### src/design/vmbd_fifo.sv
module vmbd_fifo #(
  parameter int DATA_W = 8,
  parameter int DEPTH  = 2
) (
  input  logic              clk_i,
  input  logic              rst_ni,
  input  logic              push_valid_i,
  output logic              push_ready_o,
  input  logic [DATA_W-1:0] push_data_i,
  output logic              pop_valid_o,
  input  logic              pop_ready_i,
  output logic [DATA_W-1:0] pop_data_o
);

  localparam int AW = (DEPTH > 1) ? $clog2(DEPTH) : 1;

  logic [DATA_W-1:0] slot_q [DEPTH];
  logic [AW-1:0]     wr_ptr_q, rd_ptr_q;
  logic [AW:0]       count_q;
  logic              push, pop;

  assign push_ready_o = (count_q != (AW+1)'(DEPTH));
  assign pop_valid_o  = (count_q != '0);
  assign push         = push_valid_i && push_ready_o;
  assign pop          = pop_valid_o && pop_ready_i;
  assign pop_data_o   = slot_q[rd_ptr_q];

  always_ff @(posedge clk_i or negedge rst_ni) begin
    if (!rst_ni) begin
      wr_ptr_q <= '0;
      rd_ptr_q <= '0;
      count_q  <= '0;
    end else begin
      if (push) begin
        wr_ptr_q <= (wr_ptr_q == AW'(DEPTH - 1)) ? '0 : wr_ptr_q + AW'(1);
      end
      if (pop) begin
        rd_ptr_q <= (rd_ptr_q == AW'(DEPTH - 1)) ? '0 : rd_ptr_q + AW'(1);
      end
      if (push && !pop) begin
        count_q <= count_q + (AW+1)'(1);
      end else if (pop && !push) begin
        count_q <= count_q - (AW+1)'(1);
      end
    end
  end

  always_ff @(posedge clk_i) begin
    if (push) begin
      slot_q[wr_ptr_q] <= push_data_i;
    end
  end

endmodule

### config.mk
export PLATFORM = sky130hd
export DESIGN_NAME = vmbd_fifo
export DESIGN_NICKNAME = d
export VERILOG_FILES = /design/src/design/vmbd_fifo.sv
export SDC_FILE = /design/constraint.sdc
export NUM_CORES = 1
export LEC_CHECK = 0
export ABC_CLOCK_PERIOD_IN_PS = 4100
export BUFFER_PORTS_ARGS = -buffer_cell sky130_fd_sc_hd__buf_2
export CORE_MARGIN = 2
export CORE_UTILIZATION = 52
export DETAILED_ROUTE_END_ITERATION = 10
export GPL_ROUTABILITY_DRIVEN = 0
export GPL_TIMING_DRIVEN = 0
export PLACE_DENSITY = 0.8
export SYNTH_ARGS = -nofsm -noshare
export SYNTH_HDL_FRONTEND = slang
export SYNTH_SLANG_ARGS = --single-unit
### constraint.sdc
create_clock -name clk_i -period 4.1 [get_ports clk_i]
set_clock_uncertainty 0.1 [all_clocks]
set_input_delay 0.205 -clock clk_i [delete_from_list [all_inputs] [get_ports clk_i]]
set_output_delay 0.205 -clock clk_i [all_outputs]
set_load 0.01 [all_outputs]
Yosys cells after proc, flatten, opt, wreduce, memory -nomap -nowiden
Memory sizes are Yosys's and may differ from the RTL's.
Index checks and enable logic that the tools add are counted.
{"block": "op_classes", "add_sub_neg": 4, "n_eq_ne": 1, "mux": 6, "n_reduce_logical": 8}
{"operator": "$logic_and A1 B1 Y1", "count": 4}
{"operator": "$mux W1", "count": 4}
{"operator": "$mux W2", "count": 2}
{"operator": "$reduce_bool A2 Y1", "count": 2}
{"operator": "$add A1 B1 Y1 const B", "count": 2}
{"operator": "$add A2 B1 Y2 const B", "count": 1}
{"operator": "$logic_not A1 Y1", "count": 2}
{"operator": "$ne A2 B2 Y1 const B", "count": 1}
{"operator": "$sub A2 B1 Y2 const B", "count": 1}
{"block": "word_totals", "register_bits": 4, "mem_bits_rw": 16, "input_bits": 12, "elab_cells": 23, "n_memories": 1}
{"memory": "slot_q", "words": 2, "word_bits": 8, "rd": 1, "rd_ports_with_merged_regs": 0, "wr": 1, "line_no": "17", "text": "logic [DATA_W-1:0] slot_q [DEPTH];"}

Longest topological paths before layout
{"block": "logic_depth", "word_depth": 6, "ltp_mapped": 7, "depth_no_buf": 7}

Least setup slack after synthesis
No wires, ideal clock.
{"block": "synth_timing", "path_kind": "reg-to-reg", "startpoint": "reg count_q[0]", "endpoint": "mem slot_q[0][0] (enable)", "t_arrival_ps": 1016, "t_required_ps": 3630, "path_slack_ps": 2614, "stages_incl_launch_ff": 4, "period_less_slack_ps": 1486, "cell_sequence": "dfrtp_1 nand2b_4 nand2_1 nor2_1"}
{"block": "synth_via", "elab_chain_cells": 4}
{"element": "start, declared", "line_no": "19", "text": "logic [AW:0] count_q;"}
{"element": "start signal, assigned", "line_no": "41", "text": "count_q <= count_q + (AW+1)'(1);"}
{"element": "start signal, assigned", "line_no": "43", "text": "count_q <= count_q - (AW+1)'(1);"}
{"element": "$ne A2 B2 Y1", "line_no": "22", "text": "assign push_ready_o = (count_q != (AW+1)'(DEPTH));"}
{"element": "net push_ready_o", "line_no": "8", "text": "output logic push_ready_o,"}
{"element": "$logic_and A1 B1 Y1", "line_no": "24", "text": "assign push = push_valid_i && push_ready_o;"}
{"element": "$mux W1", "line_no": "49", "text": "if (push) begin"}
{"element": "$mux W1 (not written as such)", "line_no": "50", "text": "slot_q[wr_ptr_q] <= push_data_i;"}
{"element": "end, declared", "line_no": "17"}
The timed path passes the listed nets, and every way through them passes these cells.

Final worst setup path
{"block": "layout_timing", "startpoint": "reg count_q[0]", "endpoint": "mem slot_q[0][5] (enable)"}
{"block": "layout_via", "elab_chain_cells": 4}
{"element": "$ne A2 B2 Y1", "line_no": "22"}
{"element": "$logic_and A1 B1 Y1", "line_no": "24"}
{"element": "$mux W1", "line_no": "49"}
{"element": "$mux W1 (not written as such)", "line_no": "50"}
No other way between the ends.

==> qor.csv <==
stage;metric;value;unit
power;sequential share of power;0.477;
clock_tree;CTS Buf Count;3;
sta;Slew Limit Headroom;0.5231;
setup_path;worst setup path start;count_q[0];
sta;fin crit period;1.714;ns
placement;placed inst area;912.1;um^2
floorplanning;Initial Utilization;0.5413;
min_path;worst hold start;push_data_i[2];
detailed_routing;DRT Pass-1 Iters;4;
global_routing;first-pass GRT wire length;2125;um
setup_path;CP arrival;1.55;ns
min_path;Hold WC Path Type;in -> reg;
power;Worst VDD drop;0.4708;mV
floorplanning;FP Rows;14;
finish;most common cell after layout, fill and taps aside;buf_2;
synthesis;Syn Nets;56;
clock_tree;CTS sink count;20;
clock_tree;H-tree lvl count;1;
synthesis;Cell variety after synth;14;
global_routing;total track usage;0.1647;
setup_path;crit end category;flop;
synthesis;top-area cell type share of the netlist area;0.6105;
setup_path;r2r startpoint;count_q[0];
global_routing;vias in the first global route;453;
status;outcome;complete, no violations;
detailed_routing;drt drc;0;
sta;Period Utilization, post-route;0.4182;
floorplanning;Ports;22;
detailed_routing;Post-DRT Antenna Nets;0;
power;clock power share;0.141;
sta;Fmax;583.3;MHz
synthesis;synth warn;0;
clock_tree;worst-case clock buffer depth;2;
power;Gate power share;0.382;
finish;number of diodes;0;
synthesis;Mapped Cells;43;
sta;Setup TNS Final;0;ns
finish;most frequent cells in the layout;22 x buf_2, 16 x edfxtp_1, 8 x mux2_2, 8 x dlygate4sd3_1, 4 x dfrtp_1;
clock_tree;CTS tree;built;
detailed_routing;DR vias/cell;5.120;
finish;Design Area, Final;1018;um^2
power;Switching Fraction;0.3234;
floorplanning;Placeable Area;1454;um^2
detailed_routing;routed wire length per instance;15.26;um
synthesis;Synth Register Bits;20;
setup_path;Setup crit start kind;flop;
clock_tree;Clock Pin Slew Worst Setup and Hold Paths;0.11;ns
finish;layout cell share with drive strength beyond 1;0.4737;
sta;Min Hold Slack;0.006496;ns
placement;Port Buf Inserts;21;
synthesis;Yosys top cell by area;edfxtp_1;
placement;hpwl dp;987.5;um
clock_tree;Root Buffer;clkbuf_4;
floorplanning;total die area;1841;um^2
sta;RSZ-0062 raised after global routing;no;
power;P_leak;0.4211;nW
synthesis;register area share after synthesis;0.7377;
floorplanning;Die H;42.91;um
power;net switching power;0.0002138;W
setup_path;Crit path required time;3.94;ns
synthesis;leading post-synthesis cells by cell area;edfxtp_1 61%, dfrtp_1 13%, mux2_2 11%, xnor2_1 3.3%, xor2_1 2.2%;
global_routing;initial antenna violation count;0;
detailed_routing;WL final;1404;um
detailed_routing;Iteration-0 DRC Markers;4;
clock_tree;clk_lat worst skew;0.30;ns
detailed_routing;total number of vias;471;
sta;Final Max Slew Viols;0;
floorplanning;Die X;42.91;um
job;max_cap viols;0;
setup_path;Reg2Reg Setup Slack;2.39;ns
finish;P&R area growth vs syn;29.41;%
sta;Finish-stage setup viols;0;
setup_path;Setup Crit Path Kind;reg -> reg;
synthesis;Avg Inst Size Synth;18.30;um^2
sta;Least-Margin Pin Slew;0.7127;ns
sta;Final Hold Vio Count;0;
finish;fin nets;90;
synthesis;area of the mapped netlist;787.0;um^2
global_routing;largest net degree at the start of global routing;12;
global_routing;global route overflow;0;
clock_tree;post_cts resized;0;
power;Cell Int Power;0.0004473;W
power;Pwr Density;649.1;nW/um^2
setup_path;CP max FO;8;
[sequential cells by signal, summed over array words and instances, names as in the netlist]
| name | cells |
|---|---|
| wr_ptr_q | 1 |
| count_q | 2 |
| rd_ptr_q | 1 |
| slot_q | 16 |
[logic make-up (layout without fill, tap and decap cells)]
logic type / Yosys count / count (layout) / synth area share
DFF: 20 / 20 / 0.7377
muxes: 8 / 8 / 0.1145
and+or+nand+nor: 7 / 7 / 0.06518
xor gates and xnor gates: 5 / 5 / 0.05565
buffers and inverters: 2 / 35 / 0.01112
adders and majority gates: 1 / 1 / 0.01590
[synth_stat cells]
cell,instances
and3_1,1
buf_2,1
dfrtp_1,4
edfxtp_1,16
ha_1,1
inv_1,1
mux2_2,8
nand2_1,1
nand2_4,1
nand2b_4,1
nor2_1,2
or2_4,1
xnor2_1,3
xor2_1,2
[per-layer routing]
metal  GRT usage  wire length [um]  part of all wire  vias up
li1            -                 -                 -      221
met1      0.2122               603              0.43      228
met4     0.07500                12            0.0085        0
met3     0.02553                83             0.059        2
met2      0.2727               704              0.50       20
met5           0                 0                 0        -
[timing repair]
action / in CTS / in global routing
hold buffers: 4 / 4
endpoints found under the hold margin: 10 / 8
setup buffers: 0 / 0
[final timing paths]
path,endpoint,cells past startpoint
min in group asynchronous,wr_ptr_q,2
max in group asynchronous,count_q[1],2
hold / removal,slot_q[0][2],1
hold reg to reg,wr_ptr_q,1
setup / recovery,slot_q[0][5],3
setup reg to reg,slot_q[0][5],3
[final cells by class]
cell class / instances / area, um^2
Clock buffer: 3 / 22.52
Inverter: 1 / 3.754
Sequential cell: 20 / 580.6
Fill cell: 107 / 435.4
Clock inverter: 1 / 3.754
Tap cell: 16 / 20.02
Timing Repair Buffer: 29 / 185.2
Multi-Input combinational cell: 21 / 197.7
Buffer: 1 / 5.005
[worst max-delay path: stages, from the launching register on]
cell,delay (ns)
dfrtp_1,0.44
nand2b_4,0.16
nand2_1,0.10
nor2_1,0.56
[power groups by stage]
stage	combinational (W)	sequential [W]	clock, W
6_report	0.000253	0.000315	0.0000935
5_1_grt	0.000272	0.000320	0.0000990
4_1_cts	0.000251	0.000314	0.0000929
3_5_place_dp	0.000247	0.000318	0
3_3_place_gp	0.000239	0.000313	0
2_1_floorplan	0.000176	0.000309	0
[stage by stage]
stage / std cells / util / setup slack (ns) / total power [W]
5_1_grt: 92 / 0.7005 / 2.266 / 0.0006909
3_3_place_gp: 80 / 0.6274 / 2.429 / 0.0005523
4_1_cts: 88 / 0.6730 / 2.381 / 0.0006584
3_5_place_dp: 80 / 0.6274 / 2.399 / 0.0005655
2_1_floorplan: 43 / - / 2.614 / 0.0004852
6_report: 92 / 0.7005 / 2.386 / 0.0006611
(Power assumes the default switching activity.)
