--- config.mk ---
export PLATFORM = sky130hd
export DESIGN_NAME = vmbd_front
export DESIGN_NICKNAME = d
export VERILOG_FILES = /design/src/design/vmbd_pkg.sv /design/src/design/vmbd_front.sv
export SDC_FILE = /design/constraint.sdc
export NUM_CORES = 1
export LEC_CHECK = 0
export BUFFER_PORTS_ARGS = -buffer_cell sky130_fd_sc_hd__buf_2
export CAP_MARGIN = 10
export CORE_UTILIZATION = 40
export DETAILED_ROUTE_END_ITERATION = 10
export MAX_ROUTING_LAYER = met4
export PLACE_DENSITY_LB_ADDON = 0.08
export SLEW_MARGIN = 0
export SYNTH_ARGS = -nofsm -noshare
export SYNTH_HDL_FRONTEND = slang
export SYNTH_SLANG_ARGS = --single-unit
export TNS_END_PERCENT = 10
--- constraint.sdc ---
create_clock -name clk_i -period 3 [get_ports clk_i]
set_input_delay 0.3 -clock clk_i [delete_from_list [all_inputs] [get_ports clk_i]]
set_output_delay 0.3 -clock clk_i [all_outputs]
set_load 0.05 [all_outputs]
--- src/design/vmbd_pkg.sv ---
package vmbd_pkg;

  localparam int LEVEL_W = 4;
  localparam int COORD_W = 7;
  localparam int MEAN_W  = 16;
  localparam int CFG_W   = 4;

  localparam logic [CFG_W-1:0] CFG_RESET = 4'd8;

endpackage

--- src/design/vmbd_front.sv ---
module vmbd_front #(
  parameter int MAX_LOG2    = 8,
  parameter int SAMPLE_BITS = 16
) (
  input  logic                          clk_i,
  input  logic                          rst_ni,
  input  logic                          cfg_valid_i,
  output logic                          cfg_ready_o,
  input  logic [vmbd_pkg::CFG_W-1:0]    cfg_data_i,
  input  logic                          in_valid_i,
  output logic                          in_stall_o,
  input  logic [SAMPLE_BITS-1:0]        sample_i,
  output logic                          push_valid_o,
  input  logic                          push_ready_i,
  output logic [SAMPLE_BITS-1:0]        push_sample_o,
  output logic [MAX_LOG2-1:0]           push_x_o,
  output logic [MAX_LOG2-1:0]           push_y_o,
  output logic [MAX_LOG2-1:0]           push_z_o,
  output logic [vmbd_pkg::LEVEL_W-1:0]  push_lvl_o,
  output logic [MAX_LOG2-1:0]           push_first_o,
  output logic [MAX_LOG2-1:0]           push_done_o
);
  import vmbd_pkg::*;

  logic [CFG_W-1:0]    log2_q;
  logic [LEVEL_W-1:0]  lvl;
  logic [MAX_LOG2-1:0] edge_m1;
  logic [MAX_LOG2-1:0] pos_x_q, pos_y_q, pos_z_q;
  logic [MAX_LOG2-1:0] pos_x_d, pos_y_d, pos_z_d;
  logic                accept;

  always_comb begin
    priority if (log2_q == '0) begin
      lvl = LEVEL_W'(1);
    end else if (log2_q > CFG_W'(MAX_LOG2)) begin
      lvl = LEVEL_W'(MAX_LOG2);
    end else begin
      lvl = LEVEL_W'(log2_q);
    end
  end

  always_comb begin
    for (int i = 0; i < MAX_LOG2; i++) begin
      edge_m1[i] = (LEVEL_W'(i) < lvl);
    end
  end

  assign cfg_ready_o  = 1'b1;
  assign in_stall_o   = !push_ready_i;
  assign push_valid_o = in_valid_i;
  assign accept       = in_valid_i && push_ready_i;

  assign push_sample_o = sample_i;
  assign push_x_o      = pos_x_q;
  assign push_y_o      = pos_y_q;
  assign push_z_o      = pos_z_q;
  assign push_lvl_o    = lvl;

  for (genvar k = 1; k <= MAX_LOG2; k++) begin : g_lvl
    logic act;
    assign act = (LEVEL_W'(k) <= lvl);
    assign push_first_o[k-1] = act && (pos_x_q[k-1:0] == '0) && (pos_y_q[k-1:0] == '0)
                               && (pos_z_q[k-1:0] == '0);
    assign push_done_o[k-1]  = act && (&pos_x_q[k-1:0]) && (&pos_y_q[k-1:0])
                               && (&pos_z_q[k-1:0]);
  end

  always_comb begin
    pos_x_d = pos_x_q + MAX_LOG2'(1);
    pos_y_d = pos_y_q;
    pos_z_d = pos_z_q;
    if (pos_x_q == edge_m1) begin
      pos_x_d = '0;
      pos_y_d = pos_y_q + MAX_LOG2'(1);
      if (pos_y_q == edge_m1) begin
        pos_y_d = '0;
        pos_z_d = pos_z_q + MAX_LOG2'(1);
        if (pos_z_q == edge_m1) begin
          pos_z_d = '0;
        end
      end
    end
  end

  always_ff @(posedge clk_i or negedge rst_ni) begin
    if (!rst_ni) begin
      log2_q  <= CFG_RESET;
      pos_x_q <= '0;
      pos_y_q <= '0;
      pos_z_q <= '0;
    end else if (cfg_valid_i) begin
      log2_q  <= cfg_data_i;
      pos_x_q <= '0;
      pos_y_q <= '0;
      pos_z_q <= '0;
    end else if (accept) begin
      pos_x_q <= pos_x_d;
      pos_y_q <= pos_y_d;
      pos_z_q <= pos_z_d;
    end
  end

endmodule

[Word-level counts from Yosys, hierarchy flattened]
Index checks and enable logic that the tools add are counted.
Storage, ports and cells
  logic and storage cells: 142
  output and inout bits: 63
  register bits: 28
  input port bits: 25
Cells by class
  equality and inequality tests: 3
  bitwise logic cells: 3
  reduce and logical (&&, ||, !) cells: 98
  order comparisons: 17
  mux-type cells: 14
  add/subtract/negate cells: 3
Operators with widths (number)
  $mux W8: 12
  $logic_and A1 B1 Y1: 49
  $add A8 B1 Y8 const B: 3
  $eq A8 B8 Y1: 3
  $logic_not A8 Y1: 3
  $reduce_and A8 Y1: 3
  $logic_not A7 Y1: 3
  $reduce_and A7 Y1: 3
  $logic_not A6 Y1: 3
  $reduce_and A6 Y1: 3
  $le A3 B4 Y1 const A: 4
  $logic_not A4 Y1: 4
  $lt A3 B4 Y1 const A: 4
  $logic_not A5 Y1: 3
  $reduce_and A5 Y1: 3
  $reduce_and A3 Y1: 4
  $reduce_and A4 Y1: 3
  $logic_not A3 Y1: 3
  $le A2 B4 Y1 const A: 2
  $lt A1 B4 Y1 const A: 2
  $lt A2 B4 Y1 const A: 2
  $mux W4: 2
  $reduce_and A2 Y1: 4
  $logic_not A2 Y1: 3
  other kinds (6): 10

[Depth between registers and ports, before layout]
  word-level depth: 10
  mapped depth: 10
  depth with buffers taken out: 8

[Least setup slack after synthesis]
No wires, ideal clock.
  path kind: register to output
  start point: reg pos_y_q[0], in the netlist push_y_o[0]
  end point: out push_first_o[7]
  path buffers: 0
  slack: -739 ps
  stages on the path, launching flop included: 9
  required time: 2700 ps
  arrival time: 3439 ps
  path through: dfrtp_1 -> inv_1 -> ha_1 -> nand3_1 -> nand3b_1 -> or4_1 -> or4_1 -> or4_1 -> nor4_2
Between the ends
  longest elaborated chain between the ends: 3
Ends and longest elaborated chain
  start, declared: line vmbd_front.sv:28  | logic [MAX_LOG2-1:0] pos_x_q, pos_y_q, pos_z_q;
  start signal, assigned: line vmbd_front.sv:98  | pos_y_q <= pos_y_d;
  $logic_not A8 Y1: line vmbd_front.sv:62  | assign push_first_o[k-1] = act && (pos_x_q[k-1:0] == '0) && (pos_y_q[k-1:0] == '0)
  $logic_and A1 B1 Y1: line vmbd_front.sv:62
  $logic_and A1 B1 Y1: line vmbd_front.sv:63  | && (pos_z_q[k-1:0] == '0);
  end, declared: line vmbd_front.sv:20  | output logic [MAX_LOG2-1:0] push_first_o,
Every way passes these cells.

[Worst setup path after layout]
  start point: reg pos_z_q[0], in the netlist push_z_o[0]
  end point: out push_first_o[7]
Between the ends
  longest elaborated chain between the ends: 2
Ends and longest elaborated chain
  start, declared: line vmbd_front.sv:28
  start signal, assigned: line vmbd_front.sv:99  | pos_z_q <= pos_z_d;
  $logic_not A8 Y1: line vmbd_front.sv:63
  $logic_and A1 B1 Y1: line vmbd_front.sv:63
Every way passes these cells.

==> metrics.txt <==
RePlAce Congestion around 0.94; CP arrival between 2000 and 3000 ps; design area 2860 um^2; layout cell share with drive strength beyond 1 32.7%; R2R Path End push_z_o[0]; unrepaired setup endpoints after global routing yes; Max VDD drop a little under 0.2 mV; Worst-Margin Slew slightly below 700 ps; CTS max path bufs 2; initial antenna violation count 0; hold slack final 43.8 ps; FF/Latch Area just over 700 um^2; CP startpoint push_z_o[0]; Post-Syn Instances approximately 300; buffer count from post-CTS setup fixing 0; drt initial violations 201; chip width about 80 um; nets@finish around 380; WL per Instance roughly 18 um; vias in the first global route around 2200; fill count ~570; vias per inst 5.71; largest net degree at the start of global routing 32; leakage between 1 and 1.5 nW; Die H between 70 and 80 um; vias about 2400; Post-DP Area 2760 um^2; outcome finished with violations; most frequent cells in the layout buf_2, buf_4, nor2_1, dfrtp_1, nand2_1; total chip power 1.00 mW; Yosys top cell by area dfrtp_1; Worst setup SP type flip-flop; worst skew pair latency between 200 and 300 ps; Post-synth EDFFs 0; Setup WS post-layout -206 ps; TritonCTS Sinks 28; worst setup path endpoint push_first_o[7]; Top FF cell, synth dfrtp_1; Multi-input gate area between 1000 and 1500 um^2; H-Tree Depth 1; Tot GR Track Use between 20% and 30%; Final min period 3210 ps; Port Buffers 54; dpl cells 414; Async SR Flop Fraction between 90% and 100%; CP endpoint kind primary output; Rel. slew slack between 50% and 60%; clock buffer count from CTS 3; reg2reg setup slack 300 ps; Place WS 15.2 ps; worst-path maximum fanout 2; CTS root buffer clkbuf_8; hpwl dp approximately 5600 um; diode count 0; fin util 50.6%; clk slew on worst S/H paths between 100 and 150 ps; Mapped Area approximately 2400 um^2; Synth area leaders dfrtp_1, ha_1, buf_4; Post-Syn Nets roughly 340; type of the most critical hold path input port to asynchronous set/reset pin; most common cell after layout, fill and taps aside buf_2; r2r worst-path depth 8; reg2reg start log2_q[2]; skew final roughly 9.5 ps; Seq cells post-synth 28; fmax around 310 MHz; Rows 27; post-route DRC violation count 0; GRT Residual Overflow 0; final wirelength 7410 um; Post-CTS Hold Buffers 0; total die area roughly 6300 um^2; sequential fraction of the synthesis area between 20 and 30%; Setup TNS -317 ps; Core ar. about 5600 um^2; Avg Cell Area, Syn 8.00 um^2; global-route wire length before repair around 12000 um; Slew Limit Fails 0; kind of critical path flip-flop to primary output; yosys warns 0; Detail Route Antenna Nets 0; WP data required 2700 ps; Distinct cells, synth 56; pwr/cell area approximately 350 nW/um^2; initial core utilization between 40% and 50%; Tcrit/Tclk final 107%; CTS tree yes; Final Hold Violating Endpoints 0; Non-Filler Instances roughly 420; 1st-pass router iterations 4; Boundary Pins 88; Synth top area share between 20% and 30%; Final setup viols 2; max-cap violations 0; violated checks setup timing; area delta synth->final 19.7%
## cells in the mapped netlist, drive strengths merged, types with 2 or more instances
master and instances:
o32ai 3, buf 27, xnor2 7, nand2 20, nor3 12, or4 7
a31oi 2, dfrtp 27, o21ai 14, or3 5, or2 4, inv 10
and3 6, nor2b 4, a21oi 17, nand4b 3, and2 2, nor2 27
a211o 2, o31ai 5, nand4 5, nand3 17, o2111ai 2, ha 12
nand2b 13, nor4 4, a2bb2oi 3, clkbuf 13, mux2 2, a211oi 6
## routing by layer
metal / vias to the layer above / track usage, % / routed length, um
met5: - / - / 0
met1: 1136 / 34.8 / 3460
met4: 0 / 8.18 / 146
li1: 1145 / - / -
met2: 88 / 38.9 / 3370
met3: 16 / 2.64 / 428
## timing repair
action                                 in CTS  in global routing
endpoints found under the hold margin       0                  0
setup endpoints to repair                   2                  2
pin swaps                                   0                  0
cloned                                      0                  0
gates resized for setup                     6                  2
## how the worst min path moves through the flow
stage                   to  slack (ps)  depth (start not counted)
2_1_floorplan    log2_q[0]           4                          0
3_3_place_gp     log2_q[0]         380                          1
3_5_place_dp     log2_q[0]         380                          1
4_1_cts          log2_q[0]          60                          1
5_1_grt          log2_q[0]          70                          1
6_report       push_x_o[6]          40                          1
## report_power, final
part / switching, mW / internal (mW)
logic: 0.196 / 0.0910
clock network: 0.132 / 0.179
registers: 0.0204 / 0.385
total: 0.348 / 0.655
## cell families after synthesis
family	Yosys count	synth area share [%]
multiplexers	2	0.944
buffers and inverters	50	11.4
AND/OR/NAND/NOR	133	30.6
adder cells (fa/ha/maj)	12	6.30
other	1	0.157
flip-flops	28	29.4
AO/OA/AOI/OAI	64	18.3
XOR/XNOR	8	2.94
## flip-flops by register name, indices dropped and copies added (netlist names)
register	count
log2_q	4
push_y_o	8
push_x_o	8
push_z_o	8
## worst max-delay path, cell delays in order (launching register included)
cell and delay, ps:
dfrtp_2 410, inv_1 70, ha_1 180, nand3_2 80, nand3b_1 180, or4_4 430, or4_4 430, or4_4 460
nor4_4 180, buf_6 200
## area by class of cell
type | instances | area share [%]
clock buffers | 3 | 1.45
clock inverters | 1 | 1.05
inverters | 10 | 1.31
multi-input cells | 220 | 50.4
flip-flops and latches | 28 | 24.8
well taps | 72 | 3.16
repair buffers | 84 | 17.8
Power figures use the tool's default switching activity.
