$ cat config.mk
export PLATFORM = sky130hd
export DESIGN_NAME = vmbd_emit
export DESIGN_NICKNAME = d
export VERILOG_FILES = /design/src/design/vmbd_pkg.sv /design/src/design/vmbd_emit.sv
export SDC_FILE = /design/constraint.sdc
export NUM_CORES = 1
export LEC_CHECK = 0
export ABC_CLOCK_PERIOD_IN_PS = 5500
export BUFFER_PORTS_ARGS = -buffer_cell sky130_fd_sc_hd__buf_2
export CAP_MARGIN = 0
export CORE_ASPECT_RATIO = 0.9
export CORE_MARGIN = 4
export CORE_UTILIZATION = 35
export CTS_BUF_LIST = sky130_fd_sc_hd__clkbuf_16
export CTS_CLUSTER_SIZE = 16
export DETAILED_ROUTE_END_ITERATION = 12
export PLACE_DENSITY = 0.62
export SLEW_MARGIN = 20
export SYNTH_ARGS = -nofsm -noshare
export SYNTH_HDL_FRONTEND = slang
export SYNTH_SLANG_ARGS = --single-unit
$ cat constraint.sdc
create_clock -name clk_i -period 5.5 [get_ports clk_i]
set_input_delay 1.1 -clock clk_i [delete_from_list [all_inputs] [get_ports clk_i]]
set_output_delay 1.1 -clock clk_i [all_outputs]
set_load 0.02 [all_outputs]
$ cat src/design/vmbd_pkg.sv
package vmbd_pkg;

  localparam int LEVEL_W = 4;
  localparam int COORD_W = 7;
  localparam int MEAN_W  = 16;
  localparam int CFG_W   = 4;

  localparam logic [CFG_W-1:0] CFG_RESET = 4'd8;

endpackage

$ cat src/design/vmbd_emit.sv
module vmbd_emit #(
  parameter int MAX_LOG2    = 8,
  parameter int SAMPLE_BITS = 16
) (
  input  logic                                          clk_i,
  input  logic                                          rst_ni,
  input  logic                                          bnd_valid_i,
  output logic                                          bnd_ready_o,
  input  logic [MAX_LOG2-1:0]                           bnd_done_i,
  input  logic [MAX_LOG2-1:0]                           bnd_x_i,
  input  logic [MAX_LOG2-1:0]                           bnd_y_i,
  input  logic [MAX_LOG2-1:0]                           bnd_z_i,
  input  logic [MAX_LOG2*(SAMPLE_BITS+3*MAX_LOG2)-1:0]  bnd_sums_i,
  output logic                                          out_valid_o,
  input  logic                                          out_stall_i,
  output logic [vmbd_pkg::LEVEL_W-1:0]                  level_o,
  output logic [vmbd_pkg::COORD_W-1:0]                  vox_x_o,
  output logic [vmbd_pkg::COORD_W-1:0]                  vox_y_o,
  output logic [vmbd_pkg::COORD_W-1:0]                  vox_z_o,
  output logic [vmbd_pkg::MEAN_W-1:0]                   mean_o,
  output logic                                          last_o
);
  import vmbd_pkg::*;

  localparam int SUM_W = SAMPLE_BITS + 3 * MAX_LOG2;

  logic                        b_valid_q;
  logic [MAX_LOG2-1:0]         b_rem_q;
  logic [MAX_LOG2*SUM_W-1:0]   b_sums_q;
  logic [MAX_LOG2-1:0]         b_x_q, b_y_q, b_z_q;
  logic [MAX_LOG2-1:0]         pick;
  logic                        pick_last, out_load, b_step, b_finish;

  logic [MEAN_W-1:0]  mean_lv [MAX_LOG2];
  logic [COORD_W-1:0] vx_lv [MAX_LOG2];
  logic [COORD_W-1:0] vy_lv [MAX_LOG2];
  logic [COORD_W-1:0] vz_lv [MAX_LOG2];

  logic [LEVEL_W-1:0] sel_lvl;
  logic [COORD_W-1:0] sel_x, sel_y, sel_z;
  logic [MEAN_W-1:0]  sel_mean;

  logic               out_valid_q;
  logic [LEVEL_W-1:0] level_q;
  logic [COORD_W-1:0] vox_x_q, vox_y_q, vox_z_q;
  logic [MEAN_W-1:0]  mean_q;
  logic               last_q;

  // Results leave in ascending level order: the lowest pending level goes first.
  assign pick      = b_rem_q & (~b_rem_q + MAX_LOG2'(1));
  assign pick_last = ((b_rem_q & ~pick) == '0);
  assign out_load  = !out_valid_q || !out_stall_i;
  assign b_step    = b_valid_q && out_load;
  assign b_finish  = b_step && pick_last;

  assign bnd_ready_o = !b_valid_q || b_finish;

  for (genvar k = 1; k <= MAX_LOG2; k++) begin : g_lvl
    localparam int SW = SAMPLE_BITS + 3 * k;
    logic [SW-1:0] s;
    logic [SW:0]   rnd;
    assign s   = b_sums_q[(k-1)*SUM_W +: SW];
    assign rnd = {1'b0, s} + ((SW+1)'(1) << (3 * k - 1));
    assign mean_lv[k-1] = MEAN_W'(rnd[SW:3*k]);
    assign vx_lv[k-1]   = COORD_W'(b_x_q >> k);
    assign vy_lv[k-1]   = COORD_W'(b_y_q >> k);
    assign vz_lv[k-1]   = COORD_W'(b_z_q >> k);
  end

  always_comb begin
    sel_lvl  = '0;
    sel_x    = '0;
    sel_y    = '0;
    sel_z    = '0;
    sel_mean = '0;
    for (int i = 0; i < MAX_LOG2; i++) begin
      if (pick[i]) begin
        sel_lvl  = LEVEL_W'(i + 1);
        sel_x    = vx_lv[i];
        sel_y    = vy_lv[i];
        sel_z    = vz_lv[i];
        sel_mean = mean_lv[i];
      end
    end
  end

  always_ff @(posedge clk_i or negedge rst_ni) begin
    if (!rst_ni) begin
      b_valid_q   <= 1'b0;
      out_valid_q <= 1'b0;
    end else begin
      if (out_load) begin
        out_valid_q <= b_valid_q;
      end
      if (bnd_valid_i && bnd_ready_o) begin
        b_valid_q <= 1'b1;
      end else if (b_finish) begin
        b_valid_q <= 1'b0;
      end
    end
  end

  always_ff @(posedge clk_i) begin
    if (bnd_valid_i && bnd_ready_o) begin
      b_rem_q  <= bnd_done_i;
      b_sums_q <= bnd_sums_i;
      b_x_q    <= bnd_x_i;
      b_y_q    <= bnd_y_i;
      b_z_q    <= bnd_z_i;
    end else if (b_step) begin
      b_rem_q <= b_rem_q & ~pick;
    end
    if (b_step) begin
      level_q <= sel_lvl;
      vox_x_q <= sel_x;
      vox_y_q <= sel_y;
      vox_z_q <= sel_z;
      mean_q  <= sel_mean;
      last_q  <= pick_last;
    end
  end

  assign out_valid_o = out_valid_q;
  assign level_o     = level_q;
  assign vox_x_o     = vox_x_q;
  assign vox_y_o     = vox_y_q;
  assign vox_z_o     = vox_z_q;
  assign mean_o      = mean_q;
  assign last_o      = last_q;

`ifndef ASSERT_OFF
  a_rem_nonempty: assert property (@(posedge clk_i) disable iff (!rst_ni)
    b_valid_q |-> (b_rem_q != '0))
    else $error("Pending result group holds no level.");

  a_pick_onehot: assert property (@(posedge clk_i) disable iff (!rst_ni)
    b_valid_q |-> $onehot(pick))
    else $error("Level pick is not one-hot.");

  a_more_follows: assert property (@(posedge clk_i) disable iff (!rst_ni)
    (out_valid_o && !out_stall_i && !last_o) |-> b_valid_q)
    else $error("A beat without last is not followed by more results.");
`endif

endmodule

# --- Yosys cells after proc, flatten, opt, wreduce, memory -nomap -nowiden ---
# Index checks and enable logic that the tools add are counted.
word_totals:
  ff_bits: 396
  latch_bits: 0
  mem_bits_rw: 0
  mem_bits_ro: 0
  in_bits: 356
  wordCells: 102
  memories: 0
classes:
  addsub: 9
  n_mul: 0
  n_div: 0
  order_cmp: 0
  n_eq_ne: 0
  shifts: 0
  n_mux: 40
  bitwise: 5
  reduce_logical: 17
op_table:
  columns: ["operator", "count"]
  rows:
  - ["two-way mux 16 bit", 8]
  - ["adder 40 x 24 -> 40 bit (second input constant)", 1]
  - ["adder 37 x 21 -> 37 bit (second input constant)", 1]
  - ["two-way mux 6 bit", 6]
  - ["adder 34 x 18 -> 34 bit (second input constant)", 1]
  - ["adder 31 x 15 -> 31 bit (second input constant)", 1]
  - ["adder 28 x 12 -> 28 bit (second input constant)", 1]
  - ["adder 25 x 9 -> 25 bit (second input constant)", 1]
  - ["adder 22 x 6 -> 22 bit (second input constant)", 1]
  - ["adder 19 x 3 -> 19 bit (second input constant)", 1]
  - ["two-way mux 3 bit", 6]
  - ["bitwise AND 8 bit", 2]
  - ["two-way mux 4 bit", 4]
  - ["two-way mux 8 bit", 2]
  - ["inverter 8 bit", 2]
  - ["two-way mux 5 bit", 3]
  - ["two-way mux 2 bit", 5]
  - ["adder 8 x 1 -> 8 bit (second input constant)", 1]
  - ["zero test 8 bit", 1]
  - ["OR reduction 8 bit", 1]
  - ["two-way mux 1 bit", 6]
  - ["OR reduction 6 bit", 1]
  - ["OR reduction 5 bit", 1]
  - ["nonzero test 2 bit", 2]
  - ["other kinds (7)", 12]

# --- Depth between registers and ports, before layout ---
logic_depth:
  word_depth: 11
  mapped_depth: 9
  depth_no_buf: 7

# --- Least setup slack after synthesis ---
# OpenSTA, ideal clock, no wires.
synth_timing:
  kind: "reg-to-reg"
  startpoint: "register b_rem_q[2]"
  endpoint: "register b_sums_q[100], enable pin"
  arrival_ps: 4836
  t_required_ps: 4991
  setup_slack_ps: 156
  path_stages_with_launch: 8
  n_path_buf: 1
  period_less_slack_ps: 5344
  cell_sequence: "edfxtp_1 > buf_6 > or4_4 > nor2_8 > o21ai_2 > a221oi_2 > o21ai_4 > inv_1"
synth_via:
  elab_chain_len: 9
synth_lines:
  columns: ["item", "line_no", "source"]
  rows:
  - ["from (decl)", "vmbd_emit.sv:28", "logic [MAX_LOG2-1:0] b_rem_q;"]
  - ["from (signal assigned)", "vmbd_emit.sv:105", "b_rem_q <= bnd_done_i;"]
  - ["from (signal assigned)", "vmbd_emit.sv:111", "b_rem_q <= b_rem_q & ~pick;"]
  - ["inverter 8 bit", "vmbd_emit.sv:50", "assign pick = b_rem_q & (~b_rem_q + MAX_LOG2'(1));"]
  - ["adder 8 x 1 -> 8 bit", "vmbd_emit.sv:50", null]
  - ["bitwise AND 8 bit", "vmbd_emit.sv:50", null]
  - ["inverter 8 bit", "vmbd_emit.sv:51", "assign pick_last = ((b_rem_q & ~pick) == '0);"]
  - ["bitwise AND 8 bit *", "vmbd_emit.sv:51", null]
  - ["zero test 8 bit *", "vmbd_emit.sv:51", null]
  - ["logical AND 1 bit *", "vmbd_emit.sv:54", "assign b_finish = b_step && pick_last;"]
  - ["logical OR 1 bit *", "vmbd_emit.sv:56", "assign bnd_ready_o = !b_valid_q || b_finish;"]
  - ["logical AND 1 bit *", "vmbd_emit.sv:104", "if (bnd_valid_i && bnd_ready_o) begin"]
  - ["to (signal assigned)", "vmbd_emit.sv:106", "b_sums_q <= bnd_sums_i;"]
  - ["to (decl)", "vmbd_emit.sv:29", "logic [MAX_LOG2*SUM_W-1:0] b_sums_q;"]
# Mark *: on every way between the ends. The rest lies on a longest branch, timed or not.
# A chain may end at the register's enable or synchronous reset.

# --- Worst setup path in the final report ---
layout_timing:
  startpoint: "register b_rem_q[2]"
  endpoint: "output port bnd_ready_o"
layout_via:
  elab_chain_len: 8
layout_lines:
  columns: ["item", "line_no", "source"]
  rows:
  - ["inverter 8 bit", "vmbd_emit.sv:50", null]
  - ["adder 8 x 1 -> 8 bit", "vmbd_emit.sv:50", null]
  - ["bitwise AND 8 bit", "vmbd_emit.sv:50", null]
  - ["inverter 8 bit", "vmbd_emit.sv:51", null]
  - ["bitwise AND 8 bit *", "vmbd_emit.sv:51", null]
  - ["zero test 8 bit *", "vmbd_emit.sv:51", null]
  - ["logical AND 1 bit *", "vmbd_emit.sv:54", null]
  - ["logical OR 1 bit *", "vmbd_emit.sv:56", null]
  - ["to (decl)", "vmbd_emit.sv:8", "output logic bnd_ready_o,"]
# Marks and branches as above.

==> impl_metrics.json <==
{
  "status": "finished, final reports clean",
  "cts_root_buf": "clkbuf_16",
  "ant_nets": 0,
  "ir_worst_vdd_v": 0.000262,
  "drt-pass1-iter-count": 5,
  "grt-ovfl-total": 0,
  "antenna_found_initial": 0,
  "cts_resized": 0,
  "wirelength_mm": 29.2,
  "synth_cell_type_count": 58,
  "final_cell_mix": "buf_2 (212), edfxtp_1 (207), xnor2_1 (64)",
  "setup-violations-final": 0,
  "fin_skew_ps": 14.5,
  "core_area_sq_um": 28900,
  "fin_tns_setup_ps": 0,
  "grt_pass1_wl_mm": 43.2,
  "post_cts_buffers": 0,
  "cts_tree": "done",
  "cts_sinks": 209,
  "synth_ff_type": "edfxtp_1",
  "yosys_warnings": 0,
  "fillers": 2757,
  "worst_pin_slew_ps": 1110,
  "crit_chain": "or4_4 -> nor2_8 -> o21ai_2 -> a221oi_2 -> nor2_1 -> inv_1 -> buf_2",
  "cp_top_family": "simple AND/OR/NAND/NOR gates",
  "hold_viol_final": 0,
  "crit_fanout": 10,
  "rsz0062_at_grt": "no",
  "async_flop_share_pct": 0.957,
  "synth_edf_count": 207,
  "criticalPathCategory": "reg2out",
  "place_hpwl_mm": 21.9,
  "cp.required_ps": 4400,
  "cpMaxStageDelayCell": "or4_4",
  "die-area_sq_um": 32200,
  "layout.nets": 1407,
  "wl_per_cell_um": 20.1,
  "post_dp_cell_area_sq_um": 11800,
  "fmax_mhz": 266,
  "layout_commonest_cell": "buf_2",
  "grt_max_degree": 94,
  "drt-initial-drc-count": 623,
  "die_x_um": 189,
  "critPathMaxStageDelay_ps": 650,
  "period_share_pct": 68.3,
  "power_leakage_nw": 4.47,
  "min_period_ps": 3760,
  "syn_area_sq_um": 10300,
  "viasPerCell": 5.32,
  "cts_max_level": 1,
  "cts_made_buffers": 23,
  "critPathLaunchType": "flip-flop",
  "final_cell_area_sq_um": 12600,
  "final_core_util_pct": 43.4,
  "syn_avg_cell_area_sq_um": 12.4,
  "clk_latency_ps": 510,
  "drc": 0,
  "cp.arrival_ps": 2660,
  "r2r_slack_ps": 2080,
  "drive_gt1_share_pct": 25.5,
  "hold_class": "in2async",
  "ios": 400,
  "ys_seq_elements": 209,
  "whs_ps": 386,
  "pwr_density_cell_nw_per_um2": 350,
  "syn_nets": 1197,
  "die_h_um": 171,
  "gp_congestion": 0.853,
  "slew_headroom_pct": 26.3,
  "synth_cells": 833,
  "cts_buffer_depth": 3,
  "initial_core_util_pct": 35.6,
  "rows": 59,
  "grt_pass1_vias": 7312,
  "maxCapViolCount": 0,
  "port_buffers": 212,
  "end_kind": "output port",
  "n_antenna_cell": 0,
  "grt_util_all_layers_pct": 17.3,
  "yosysSeqAreaShare_pct": 60.9,
  "path_buf_inv": 2,
  "ctsHoldBuffers": 0,
  "clk_pin_slew_worst_paths_ps": 60,
  "vias": 7733,
  "area_growth_pct": 22.0,
  "slew_viol_final": 0
}
[cell families after synthesis]
family	Yosys count	synth area share [%]
mux	9	1.12
fa+ha+maj	9	1.07
simple gates	279	14.4
compound gates	167	11.3
xor+xnor	108	9.19
buf+inv	52	2.03
flops	209	60.9
[flip-flops by register name (all words and copies together) (netlist names)]
signal and count:
b_rem_q 8, b_sums_q 136, b_valid_q 1, b_x_q 7, b_y_q 7, b_z_q 7
last_o 1, level_o 4, mean_o 16, out_valid_o 1, vox_x_o 7, vox_y_o 7
vox_z_o 7
[worst reg2reg max path: stages, from the launching register on]
cell and delay [ps]:
edfxtp_1 540, or4_4 660, nor2_8 160, o21ai_2 100
a221oi_2 350, o21ai_4 210, inv_6 480, buf_12 420
[routing by layer]
| layer | GRT usage, % | part of all wire (%) | wire length [um] |
|---|---|---|---|
| met1 | 26.2 | 46 | 13500 |
| met2 | 26.2 | 43 | 12700 |
| met3 | 3.02 | 8.2 | 2410 |
| met4 | 3.90 | 2.2 | 634 |
| met5 | 0 | 0 | 0 |
[Yosys cell counts (17+ instances only)]
cell | instances | area share (%)
a22oi_1 | 33 | 2.4
xor2_1 | 44 | 3.7
nor3_1 | 18 | 0.88
nand2_1 | 55 | 2.0
nand3_1 | 54 | 2.6
nor2_1 | 38 | 1.4
o21ai_0 | 35 | 1.7
edfxtp_1 | 207 | 60
a21oi_1 | 24 | 1.2
nor4_1 | 17 | 1.0
xnor2_1 | 64 | 5.4
nand4_1 | 40 | 2.4
clkbuf_1 | 26 | 0.95
inv_1 | 18 | 0.66
[per-stage QoR]
step / setup slack (ps) / std cells / power (mW)
6_report: 1740 / 1454 / 4.39
5_1_grt: 1590 / 1454 / 4.56
4_1_cts: 1730 / 1454 / 4.41
3_5_place_dp: 2070 / 1414 / 2.84
3_3_place_gp: 2120 / 1414 / 2.83
2_1_floorplan: 156 / 833 / 2.54
[cell type report]
| type | instances | area, sq um | share of cell area [%] |
|---|---|---|---|
| clock buffers | 23 | 576 | 4.58 |
| clock inverters | 17 | 194 | 1.54 |
| inverters | 18 | 72.6 | 0.578 |
| multi-input cells | 572 | 3830 | 30.5 |
| flip-flops and latches | 209 | 6270 | 49.9 |
| well taps | 396 | 495 | 3.95 |
| repair buffers | 219 | 1130 | 8.97 |
[path summary, 6_finish.rpt]
path / end / cells after the start / start
min reg2reg: out_valid_o / 2 / b_valid_q
max reg2reg: b_sums_q[88] / 7 / b_rem_q[2]
max: bnd_ready_o / 7 / b_rem_q[2]
max in group asynchronous: b_valid_q / 1 / rst_ni
min: out_valid_o / 1 / rst_ni
min in group clk_i: out_valid_o / 2 / b_valid_q
[report_power, final]
part	switching, mW	leakage [nW]	internal (mW)
Combinational	0.456	2.15	0.271
Clock	0.632	0.376	0.951
Sequential	0.126	1.94	1.95
(Power assumes the default switching activity.)
